$ cat config.mk
export PLATFORM = sky130hd
export DESIGN_NAME = zmachine_text_word_decoder_flat
export DESIGN_NICKNAME = d
export VERILOG_FILES = /design/src/hdl/zmtd_pkg.sv /design/src/hdl/zmtd_ifs.sv /design/src/hdl/zmachine_text_word_decoder.sv /design/src/flat_wrapper.sv
export SDC_FILE = /design/constraint.sdc
export NUM_CORES = 1
export LEC_CHECK = 0
export BUFFER_PORTS_ARGS = -buffer_cell sky130_fd_sc_hd__buf_2
export CORE_MARGIN = 5
export CORE_UTILIZATION = 60
export CTS_CLUSTER_DIAMETER = 30
export CTS_CLUSTER_SIZE = 8
export DETAILED_ROUTE_END_ITERATION = 8
export PLACE_DENSITY = 0.82
export SLEW_MARGIN = 40
export SYNTH_ARGS = -nofsm -noshare
export SYNTH_HDL_FRONTEND = slang
export SYNTH_SLANG_ARGS = --single-unit
$ cat constraint.sdc
create_clock -name clk -period 15.6 [get_ports clk]
set_clock_uncertainty 0.2 [all_clocks]
set_input_delay 0.78 -clock clk [delete_from_list [all_inputs] [get_ports clk]]
set_output_delay 0.78 -clock clk [all_outputs]
set_load 0.005 [all_outputs]
$ cat src/hdl/zmtd_pkg.sv
// Package for the packed text word decoder: field widths, result kind codes,
// register indexes and the built-in alphabet tables.
// No dependencies.
package zmtd_pkg;

    // Field widths
    localparam int WORD_W  = 16;
    localparam int KIND_W  = 2;
    localparam int VALUE_W = 17;
    localparam int VER_W   = 4;
    localparam int BASE_W  = 16;
    localparam int CHAR_W  = 8;
    localparam int CODE_W  = 5;
    localparam int CFG_IDX_W = 2;
    localparam int CFG_DATA_W = 16;

    // Result kinds
    localparam logic [KIND_W-1:0] KIND_CHAR = 2'd0;
    localparam logic [KIND_W-1:0] KIND_ABBR = 2'd1;
    localparam logic [KIND_W-1:0] KIND_NEST = 2'd2;

    // Register indexes
    localparam logic [CFG_IDX_W-1:0] CFG_VERSION  = 2'd0;
    localparam logic [CFG_IDX_W-1:0] CFG_ABBR_BASE = 2'd1;
    localparam logic [CFG_IDX_W-1:0] CFG_NEWLINE  = 2'd2;

    // Register reset values
    localparam logic [VER_W-1:0]  VERSION_RST = 4'd3;
    localparam logic [BASE_W-1:0] ABBR_BASE_RST = 16'd0;
    localparam logic [CHAR_W-1:0] NEWLINE_RST = 8'd10;

    // Special characters
    localparam logic [CHAR_W-1:0] CH_SPACE = 8'h20;
    localparam logic [CHAR_W-1:0] CH_LF    = 8'h0a;
    localparam logic [CHAR_W-1:0] CH_CR    = 8'h0d;

    // Punctuation row, later versions
    localparam logic [CHAR_W-1:0] ROW2 [26] = '{
        8'h00, 8'h0d, 8'h30, 8'h31, 8'h32, 8'h33, 8'h34, 8'h35, 8'h36, 8'h37,
        8'h38, 8'h39, 8'h2e, 8'h2c, 8'h21, 8'h3f, 8'h5f, 8'h23, 8'h27, 8'h22,
        8'h2f, 8'h5c, 8'h2d, 8'h3a, 8'h28, 8'h29
    };

    // Punctuation row, version 1
    localparam logic [CHAR_W-1:0] ROW3 [26] = '{
        8'h20, 8'h30, 8'h31, 8'h32, 8'h33, 8'h34, 8'h35, 8'h36, 8'h37, 8'h38,
        8'h39, 8'h2e, 8'h2c, 8'h21, 8'h3f, 8'h5f, 8'h23, 8'h27, 8'h22, 8'h2f,
        8'h5c, 8'h3c, 8'h2d, 8'h3a, 8'h28, 8'h29
    };

    // Alphabet lookup: row 0 lower case, row 1 upper case, row 2 punctuation
    function automatic logic [CHAR_W-1:0] alpha_char(
        input logic [1:0]        row,
        input logic [CODE_W-1:0] col,
        input logic              v1
    );
        logic [CHAR_W-1:0] ch;
        case (row)
            2'd0:    ch = 8'h61 + {3'd0, col};
            2'd1:    ch = 8'h41 + {3'd0, col};
            default: ch = v1 ? ROW3[col] : ROW2[col];
        endcase
        return ch;
    endfunction

endpackage

$ cat src/hdl/zmtd_ifs.sv
// Channel interfaces of the text word decoder: input words, results and
// configuration writes. Depends on zmtd_pkg.
interface zmtd_in_if import zmtd_pkg::*; ();
    logic              valid;
    logic              ready;
    logic [WORD_W-1:0] word;
    logic              restart;
    logic              in_abbreviation;

    modport source (output valid, word, restart, in_abbreviation, input ready);
    modport sink   (input valid, word, restart, in_abbreviation, output ready);
endinterface

interface zmtd_out_if import zmtd_pkg::*; ();
    logic               valid;
    logic               ready;
    logic [KIND_W-1:0]  kind;
    logic [VALUE_W-1:0] value;
    logic               last;

    modport source (output valid, kind, value, last, input ready);
    modport sink   (input valid, kind, value, last, output ready);
endinterface

interface zmtd_cfg_if import zmtd_pkg::*; ();
    logic                  valid;
    logic                  ready;
    logic [CFG_IDX_W-1:0]  index;
    logic [CFG_DATA_W-1:0] data;

    modport source (output valid, index, data, input ready);
    modport sink   (input valid, index, data, output ready);
endinterface

$ cat src/hdl/zmachine_text_word_decoder.sv
// Top level of the packed text word decoder.
// Depends on zmtd_pkg and the interfaces in zmtd_ifs.sv.

// A word beat is registered, then decoded combinationally into up to three
// results (three 5-bit codes, each seeing the shift state the previous one
// leaves) that load a three-entry result buffer; the buffer hands out one
// result per cycle while the result channel is ready. The first result comes
// out of the result buffer, which follows the input register. Words with at
// most one result are taken one per cycle while the result channel is ready;
// a new word loads the buffer only when it is empty or its last result is
// being taken. Words with no result produce no beat on the result channel.
// Configuration writes are always accepted and must only be issued while
// the decoder is idle.
module zmachine_text_word_decoder import zmtd_pkg::*; (
    input  logic         clk,
    input  logic         rst_n,
    zmtd_in_if.sink      words,
    zmtd_out_if.source   results,
    zmtd_cfg_if.sink     cfg
);

    // Per-bank decode state
    typedef struct packed {
        logic [1:0] temp_shift;
        logic [1:0] locked;
        logic [1:0] esc_cnt;
        logic [4:0] esc_high;
        logic [1:0] pend;
    } bank_t;

    // Outcome of decoding one code
    typedef struct packed {
        bank_t              st;
        logic               v;
        logic [KIND_W-1:0]  kind;
        logic [VALUE_W-1:0] value;
    } step_t;

    // Configuration registers
    logic [VER_W-1:0]  version_reg;
    logic [BASE_W-1:0] abbr_base_reg;
    logic [CHAR_W-1:0] newline_reg;

    // Input register
    logic              inv_reg;
    logic [WORD_W-1:0] word_reg;
    logic              restart_reg;
    logic              abbr_reg;

    // Bank state
    bank_t bank_reg  [2];
    bank_t bank_next [2];

    // Result buffer, entry 0 is the head
    logic [KIND_W-1:0]  res_kind_reg   [3];
    logic [VALUE_W-1:0] res_value_reg  [3];
    logic               res_last_reg   [3];
    logic [KIND_W-1:0]  res_kind_next  [3];
    logic [VALUE_W-1:0] res_value_next [3];
    logic               res_last_next  [3];
    logic [1:0]         res_cnt_reg;
    logic [1:0]         res_cnt_next;

    logic  pop;
    logic  load_ok;
    logic  load;
    bank_t s0;
    step_t d0;
    step_t d1;
    step_t d2;
    step_t p0;
    step_t p1;
    logic [1:0] n_res;

    // Decode one 5-bit code against a bank state
    function automatic step_t decode_code(
        input bank_t             s,
        input logic [CODE_W-1:0] c,
        input logic              b
    );
        step_t             r;
        logic              old;
        logic [2:0]        sum;
        logic [1:0]        ts;
        logic [1:0]        row;
        logic [CHAR_W-1:0] ch;
        r       = '0;
        r.st    = s;
        r.kind  = KIND_CHAR;
        old     = (version_reg <= 4'd2);
        ch      = '0;
        sum     = '0;
        ts      = s.temp_shift;
        row     = '0;
        if (s.esc_cnt != 2'd0)
        begin
            // escape pair: high half, then low half emits
            if (s.esc_cnt == 2'd2)
                r.st.esc_high = c;
            else
            begin
                r.v = 1'b1;
                ch  = {s.esc_high[2:0], c};
            end
            r.st.esc_cnt = s.esc_cnt - 2'd1;
        end
        else if (s.pend != 2'd0)
        begin
            // abbreviation entry address
            r.v       = 1'b1;
            r.kind    = KIND_ABBR;
            r.value   = {1'b0, abbr_base_reg} + {9'd0, s.pend - 2'd1, 6'd0}
                        + {11'd0, c, 1'b0};
            r.st.pend = 2'd0;
        end
        else
        begin
            case (c)
                5'd0:
                begin
                    r.v = 1'b1;
                    ch  = CH_SPACE;
                    r.st.temp_shift = 2'd0;
                end
                5'd1, 5'd2, 5'd3:
                begin
                    if (c == 5'd1 && version_reg == 4'd1)
                    begin
                        r.v = 1'b1;
                        ch  = CH_LF;
                        r.st.temp_shift = 2'd0;
                    end
                    else if (version_reg > 4'd2 || (version_reg == 4'd2 && c == 5'd1))
                    begin
                        if (b)
                        begin
                            r.v    = 1'b1;
                            r.kind = KIND_NEST;
                        end
                        else
                            r.st.pend = c[1:0];
                        r.st.temp_shift = 2'd0;
                    end
                    else
                        r.st.temp_shift = c[1:0] - 2'd1;
                end
                5'd4, 5'd5:
                begin
                    if (old)
                    begin
                        // lock advances by one or two rows, modulo three
                        sum = {1'b0, s.locked} + ((c == 5'd4) ? 3'd1 : 3'd2);
                        r.st.locked     = (sum >= 3'd3) ? 2'(sum - 3'd3) : sum[1:0];
                        r.st.temp_shift = 2'd0;
                    end
                    else
                        r.st.temp_shift = (c == 5'd4) ? 2'd1 : 2'd2;
                end
                default:
                begin
                    if (old)
                    begin
                        sum = {1'b0, s.locked} + {1'b0, ts};
                        ts  = (sum >= 3'd3) ? 2'(sum - 3'd3) : sum[1:0];
                    end
                    if (c == 5'd6 && ts == 2'd2)
                        r.st.esc_cnt = 2'd2;
                    else
                    begin
                        row = (ts == 2'd3) ? 2'd2 : ts;
                        r.v = 1'b1;
                        ch  = alpha_char(row, c - 5'd6, version_reg == 4'd1);
                    end
                    r.st.temp_shift = 2'd0;
                end
            endcase
        end
        // carriage return maps to the newline register
        if (r.kind == KIND_CHAR)
            r.value = {9'd0, (ch == CH_CR) ? newline_reg : ch};
        return r;
    endfunction

    // Handshakes
    assign pop     = results.valid && results.ready;
    assign load_ok = (res_cnt_reg == 2'd0) || (res_cnt_reg == 2'd1 && pop);
    assign load    = inv_reg && load_ok;
    assign words.ready = !inv_reg || load_ok;
    assign cfg.ready   = 1'b1;

    // Three codes, high first, chained through the bank state
    assign s0 = restart_reg ? '0 : bank_reg[abbr_reg];
    always_comb
    begin
        d0 = decode_code(s0,    word_reg[14:10], abbr_reg);
        d1 = decode_code(d0.st, word_reg[9:5],   abbr_reg);
        d2 = decode_code(d1.st, word_reg[4:0],   abbr_reg);
    end

    // Pack the produced results to the front
    assign n_res = {1'b0, d0.v} + {1'b0, d1.v} + {1'b0, d2.v};
    assign p0    = d0.v ? d0 : (d1.v ? d1 : d2);
    assign p1    = (d0.v && d1.v) ? d1 : d2;

    // Bank and buffer next state
    always_comb
    begin
        bank_next[0] = bank_reg[0];
        bank_next[1] = bank_reg[1];
        res_cnt_next = res_cnt_reg;
        for (int i = 0; i < 3; i++)
        begin
            res_kind_next[i]  = res_kind_reg[i];
            res_value_next[i] = res_value_reg[i];
            res_last_next[i]  = res_last_reg[i];
        end
        if (load)
        begin
            bank_next[abbr_reg] = d2.st;
            res_cnt_next        = n_res;
            res_kind_next[0]    = p0.kind;
            res_value_next[0]   = p0.value;
            res_kind_next[1]    = p1.kind;
            res_value_next[1]   = p1.value;
            res_kind_next[2]    = d2.kind;
            res_value_next[2]   = d2.value;
            res_last_next[0]    = (n_res == 2'd1);
            res_last_next[1]    = (n_res == 2'd2);
            res_last_next[2]    = (n_res == 2'd3);
        end
        else if (pop)
        begin
            res_cnt_next = res_cnt_reg - 2'd1;
            for (int i = 0; i < 2; i++)
            begin
                res_kind_next[i]  = res_kind_reg[i+1];
                res_value_next[i] = res_value_reg[i+1];
                res_last_next[i]  = res_last_reg[i+1];
            end
        end
    end

    // Control and state registers
    always_ff @(posedge clk or negedge rst_n)
    begin
        if (!rst_n)
        begin
            inv_reg       <= 1'b0;
            res_cnt_reg   <= 2'd0;
            bank_reg[0]   <= '0;
            bank_reg[1]   <= '0;
            version_reg   <= VERSION_RST;
            abbr_base_reg <= ABBR_BASE_RST;
            newline_reg   <= NEWLINE_RST;
        end
        else
        begin
            if (words.ready)
                inv_reg <= words.valid;
            res_cnt_reg <= res_cnt_next;
            bank_reg[0] <= bank_next[0];
            bank_reg[1] <= bank_next[1];
            if (cfg.valid)
            begin
                case (cfg.index)
                    CFG_VERSION:   version_reg   <= cfg.data[VER_W-1:0];
                    CFG_ABBR_BASE: abbr_base_reg <= cfg.data[BASE_W-1:0];
                    CFG_NEWLINE:   newline_reg   <= cfg.data[CHAR_W-1:0];
                    default:       ;
                endcase
            end
        end
    end

    // Payload registers
    always_ff @(posedge clk)
    begin
        if (words.valid && words.ready)
        begin
            word_reg    <= words.word;
            restart_reg <= words.restart;
            abbr_reg    <= words.in_abbreviation;
        end
        for (int i = 0; i < 3; i++)
        begin
            res_kind_reg[i]  <= res_kind_next[i];
            res_value_reg[i] <= res_value_next[i];
            res_last_reg[i]  <= res_last_next[i];
        end
    end

    // Result channel
    assign results.valid = (res_cnt_reg != 2'd0);
    assign results.kind  = res_kind_reg[0];
    assign results.value = res_value_reg[0];
    assign results.last  = res_last_reg[0];

`ifndef NO_ASSERTIONS
    // a head beat without last must have a follower queued
    a_last_follow: assert property (@(posedge clk) disable iff (!rst_n)
        results.valid && !results.last |-> res_cnt_reg >= 2'd2)
        else $error("result without last has no follower");

    // a load that produced results presents a beat next cycle
    a_load_shows: assert property (@(posedge clk) disable iff (!rst_n)
        load && n_res != 2'd0 |=> results.valid)
        else $error("loaded results not presented");

    // escape count only ever counts down from two
    a_esc_range: assert property (@(posedge clk) disable iff (!rst_n)
        bank_reg[0].esc_cnt != 2'd3 && bank_reg[1].esc_cnt != 2'd3)
        else $error("escape count out of range");
`endif

endmodule
$ cat src/flat_wrapper.sv
// flat-port wrapper written by rule: the top's interface ports become plain ports
module zmachine_text_word_decoder_flat import zmtd_pkg::*;
  (clk, rst_n, words_valid, words_word, words_restart, words_in_abbreviation, words_ready, results_valid, results_kind, results_value, results_last, results_ready, cfg_valid, cfg_index, cfg_data, cfg_ready);
  zmtd_in_if words_i ();
  zmtd_out_if results_i ();
  zmtd_cfg_if cfg_i ();
  input  logic clk;
  input  logic rst_n;
  input wire logic [$bits(words_i.valid)-1:0] words_valid;
  input wire logic [$bits(words_i.word)-1:0] words_word;
  input wire logic [$bits(words_i.restart)-1:0] words_restart;
  input wire logic [$bits(words_i.in_abbreviation)-1:0] words_in_abbreviation;
  output wire logic [$bits(words_i.ready)-1:0] words_ready;
  output wire logic [$bits(results_i.valid)-1:0] results_valid;
  output wire logic [$bits(results_i.kind)-1:0] results_kind;
  output wire logic [$bits(results_i.value)-1:0] results_value;
  output wire logic [$bits(results_i.last)-1:0] results_last;
  input wire logic [$bits(results_i.ready)-1:0] results_ready;
  input wire logic [$bits(cfg_i.valid)-1:0] cfg_valid;
  input wire logic [$bits(cfg_i.index)-1:0] cfg_index;
  input wire logic [$bits(cfg_i.data)-1:0] cfg_data;
  output wire logic [$bits(cfg_i.ready)-1:0] cfg_ready;
  assign words_i.valid = words_valid;
  assign words_i.word = words_word;
  assign words_i.restart = words_restart;
  assign words_i.in_abbreviation = words_in_abbreviation;
  assign words_ready = words_i.ready;
  assign results_valid = results_i.valid;
  assign results_kind = results_i.kind;
  assign results_value = results_i.value;
  assign results_last = results_i.last;
  assign results_i.ready = results_ready;
  assign cfg_i.valid = cfg_valid;
  assign cfg_i.index = cfg_index;
  assign cfg_i.data = cfg_data;
  assign cfg_ready = cfg_i.ready;
  zmachine_text_word_decoder u_core (.clk(clk), .rst_n(rst_n), .words(words_i), .results(results_i), .cfg(cfg_i));
endmodule
* Word level (Yosys, flattened, before mapping)
Memory sizes are Yosys's and may differ from the RTL's.
Cells that the tools add are included.
** Cells by class
- Add/sub/neg operators :: 39
- Multipliers :: 0
- Div/mod/pow operators :: 0
- Magnitude comparators :: 13
- Equal/unequal tests :: 41
- Shift-type cells :: 0
- Mux-type cells :: 175
- Bitwise logic cells :: 4
- Reductions and logical operators :: 52
** Operators by type and width (count)
- $mux W8 :: 30
- $mux W2 :: 74
- $mux W17 :: 7
- $mux W19 :: 6
- $pmux W8 S3 :: 3
- $mux W34 :: 2
- $mux W13 :: 5
- $mux W5 :: 12
- $add A16 B8 Y17 :: 3
- $add A17 B6 Y17 :: 3
- $add A7 B5 Y8 const A :: 6
- $pmux W8 S2 :: 3
- $eq A5 B3 Y1 const B :: 9
- $mux W4 :: 8
- $eq A5 B2 Y1 const B :: 6
- $bwmux W26 :: 1
- $eq A2 B2 Y1 const B :: 12
- $eq A8 B4 Y1 const B :: 3
- $sub A2 B1 Y2 const B :: 10
- $add A2 B2 Y3 :: 6
- $ge A3 B2 Y1 const B :: 6
- $ge A6 B6 Y1 const B :: 3
- $mux W6 :: 3
- $not A5 Y6 :: 3
- 28 further kinds :: 100
** Word-level totals
- Register bits :: 74
- Bits in latches :: 0
- RAM bits :: 60
- Bits in read-only memories :: 1536
- Input bits :: 41
- Output and inout bits :: 23
- Logic and storage cells :: 351
- Memories kept :: 9
** Memories
- (name not given) :: words 32, width 8, read ports 1, clocked after memory_dff 0, wr ports 0, RTL line zmtd_pkg.sv:61 : default: ch = v1 ? ROW3[col] : ROW2[col];
- (name not given) :: words 32, width 8, read ports 1, clocked after memory_dff 0, wr ports 0, RTL line zmtd_pkg.sv:61
- (name not given) :: words 32, width 8, read ports 1, clocked after memory_dff 0, wr ports 0, RTL line zmtd_pkg.sv:61
- (name not given) :: words 32, width 8, read ports 1, clocked after memory_dff 0, wr ports 0, RTL line zmtd_pkg.sv:61
- (name not given) :: words 32, width 8, read ports 1, clocked after memory_dff 0, wr ports 0, RTL line zmtd_pkg.sv:61
- (name not given) :: words 32, width 8, read ports 1, clocked after memory_dff 0, wr ports 0, RTL line zmtd_pkg.sv:61
- 3 more memories

* Logic depth before layout (Yosys ltp)
- Depth in word-level cells :: 52
- Gate-level depth with buffers :: 34

* Worst setup path before layout
OpenSTA, ideal clock, no wires.
- Path kind :: flip-flop to flip-flop
- Start point :: register u_core.word_reg[11]
- End point :: memory u_core.res_value_reg[1][1] (netlist: u_core.res_value_reg[0][18]) (data pin)
- Setup time :: 261 ps
- Data arrival time :: 7178 ps
- Required time :: 15139 ps
- Path slack :: 7961 ps
- Stages on the path, launching flop included :: 32
- Clock period less this slack :: 7639 ps
- Path through :: edfxtp_1 clkbuf_1 inv_1 ha_1 nand4bb_1 inv_1 ha_1 fa_1 ha_1 or3_1 a21oi_1 mux2_2 ha_1 fa_1 ha_1 or3_1 a21oi_1 mux2_2 ha_1 inv_1 fa_1 inv_1 ha_1 nor2b_1 o21ai_0 or3_1 and4_1 a221oi_1 nand4b_4 nor3_2 a21o_1 a221o_1
** RTL lines
- from (decl) :: RTL line zmachine_text_word_decoder.sv:46 : logic [WORD_W-1:0] word_reg;
- from (signal assigned) :: RTL line zmachine_text_word_decoder.sv:280 : word_reg <= words.word;
- to (decl) :: RTL line zmachine_text_word_decoder.sv:56 : logic [VALUE_W-1:0] res_value_reg [3];

==> run metrics <==
pre-CTS setup slack=6.92 ns; # fillers=1,675; first-pass GRT wire length=58,100 µm; R2R Path Start=u_core.word_reg[10]; worst min path class=input port to async pin; Clock transition at path regs=0.07 ns; RSZ-0062 raised after global routing=no; routed wire length=36,800 µm; R2R depth=34; critical path capture point type=flop; drt first pass iters=7; Synth Flop Type=edfxtp_1; most used cell along the critical path=ha_1; Final setup viols=0; Worst-Margin Slew=0.796 ns; max cap viols=0; largest cells by area after synthesis=edfxtp_1 19%, dfrtp_1 10%, ha_1 7.9%; Clk network pwr share=14.1%; die area=23,400 µm²; CTS root buf=clkbuf_16; total CTS buffers=17; Sw Ratio=50.1%; final hold violations=0; H-tree depth=4; initial antenna violation count=0; leakage dissipation=5.42 nW; crit path DAT=8.79 ns; Mapped Area=12,200 µm²; outcome=finished clean; CP Max Fanout=17; worst vdd ir=0.000178 V; # DRC=0; EDFF count, synth=77; Die W=153 µm; overall power=2.81 mW; #FFs+latches synth=130; setup tns final=0 ns; Detailed Place HPWL=26,700 µm; syn nets=1,544; Cells after Synth=1,416; non-filler cells, final=1,692; Starting DRT DRC Count=1,344; nets@finish=1,537; Total Routing Usage GR=30.7%; Antenna diodes=0; Seq/Total Area, Yosys=29.8%; I/O Buffers=61; Synth area leader=edfxtp_1; # Post-CTS Setup Buffers=0; area delta synth->final=7.72%; Die Ht=153 µm; Gate power share=62.2%; max_slew headroom=46.8%; # resized after CTS=0; reg2reg end=u_core.res_value_reg[0][3]; Int Pwr=1.40 mW; final core occ=65.4%; hold-fix buffers at CTS=0; Avg Vias per Cell=6.75; critical path class=flop to flop; post-route ant nets=0; post-layout min period=8.83 ns; Synth Warn #=0; GRT overflow=0; latest clock arrival within the worst-skew pair=0.43 ns; async set-reset flop share out of synthesis=40.8%; fin worst setup slack=6.77 ns; # IOs=64; clock buffer depth=2; slowest CP cell=nor4b_1; fin area=13,200 µm²; routed len/inst=21.8 µm; largest net degree at the start of global routing=61; Synth top area share=18.9%; # clock sinks=130; crit start category=flop; via count=11,400; Fin Hold WS=0.274 ns; CTS tree=yes; core area=20,200 µm²; row count=52; share of cells above drive strength 1=15.8%; post-synth cell types=106; fmax=113 MHz; dpl cells=1,659; Reg2Reg Setup Slack=6.77 ns; Final Slew Violations=0; Mean Syn Cell Area=8.65 µm²; Switching Power=1.41 mW; Starting Density=60.7%; Period Utilization, post-route=56.6%; Worst Path Required=15.56 ns; CP peak stage delay=0.66 ns; Pwr Density=213 nW/µm²; placed cell area=12,600 µm²; max FFs per register=51; vias in the first global route=10,600; gpl congestion=0.970; sequential power share=23.6%
final cells by class:
type	count	area (µm²)	area share [%]
clock buffers	17	425	3.23
clock inverters	15	159	1.21
inverters	67	251	1.91
multi-input cells	1109	7880	59.8
flip-flops and latches	130	3640	27.6
well taps	270	338	2.56
repair buffers	84	485	3.68
cell usage in the layout, fill, tap and decap left out, drive strengths merged, types with 16 or more instances in the layout:
cell type and instances:
a211oi 22, a21o 20, a21oi 97, a31oi 16, and2 16, buf 84, clkbuf 17, dfrtp 49
edfxtp 77, ha 77, inv 75, mux2 44, mux2i 31, nand2 131, nand2b 21, nand3 31
nor2 107, nor3 39, o211ai 28, o21ai 95, o22ai 19, o31ai 16, xnor2 35, xor2 18
cells in the mapped netlist (26+ instances only):
cell / n
inv_1: 64
o211ai_1: 26
ha_1: 77
edfxtp_1: 77
mux2i_1: 31
nand2_1: 130
dfrtp_1: 49
mux2_2: 43
xnor2_1: 35
clkbuf_1: 70
nor3_1: 33
a21oi_1: 97
nor2_1: 105
nand3_1: 31
o21ai_0: 90
cell families (layout without fill, tap and decap cells):
group                      after synthesis  in the layout  share of synthesized area, %
and+or+nand+nor                        449            449                          18.9
AOI/OAI and AO/OA                      441            441                          24.7
buffers and inverters                  177            183                          6.31
DFF                                    130            130                          29.8
adders and majority gates               89             89                          9.67
muxes                                   76             76                          6.80
xor gates and xnor gates                53             53                          3.79
other                                    1              1                        0.0306
layer usage:
layer	track usage, %	part of all wire (%)	routed length [µm]
met1	44.3	41	15100
met3	5.29	11	4210
met4	10.4	3.4	1250
met2	46.8	44	16200
met5	0	0	0
critical path, delay by kind of cell (launching register included):
kind	cells	cell delay (ns)
simple gates	9	2.47
mux	2	0.39
buf+inv	6	0.98
fa+ha+maj	10	2.85
flops	1	0.36
compound gates	7	1.30
power groups by stage:
stage / combinational, mW / sequential (mW) / clock (mW)
2_1_floorplan: 1.30 / 0.616 / 0
3_3_place_gp: 1.64 / 0.659 / 0
3_5_place_dp: 1.68 / 0.666 / 0
4_1_cts: 1.70 / 0.661 / 0.400
5_1_grt: 1.89 / 0.676 / 0.416
6_report: 1.75 / 0.664 / 0.397
worst max path at each step:
stage,startpoint,to,slack (ns),cells after the start
finish,u_core.word_reg[10],u_core.res_value_reg[0][3],6.77,34
global route,u_core.word_reg[10],u_core.res_value_reg[0][3],6.22,34
CTS,u_core.word_reg[10],u_core.res_value_reg[0][3],6.84,34
detailed placement,u_core.word_reg[10],u_core.res_value_reg[0][3],6.92,34
global placement,u_core.word_reg[10],u_core.res_value_reg[0][3],7.04,34
floorplan,u_core.word_reg[11],u_core.res_value_reg[0][18],7.96,31
No activity file was read; power rests on OpenSTA's default activity.
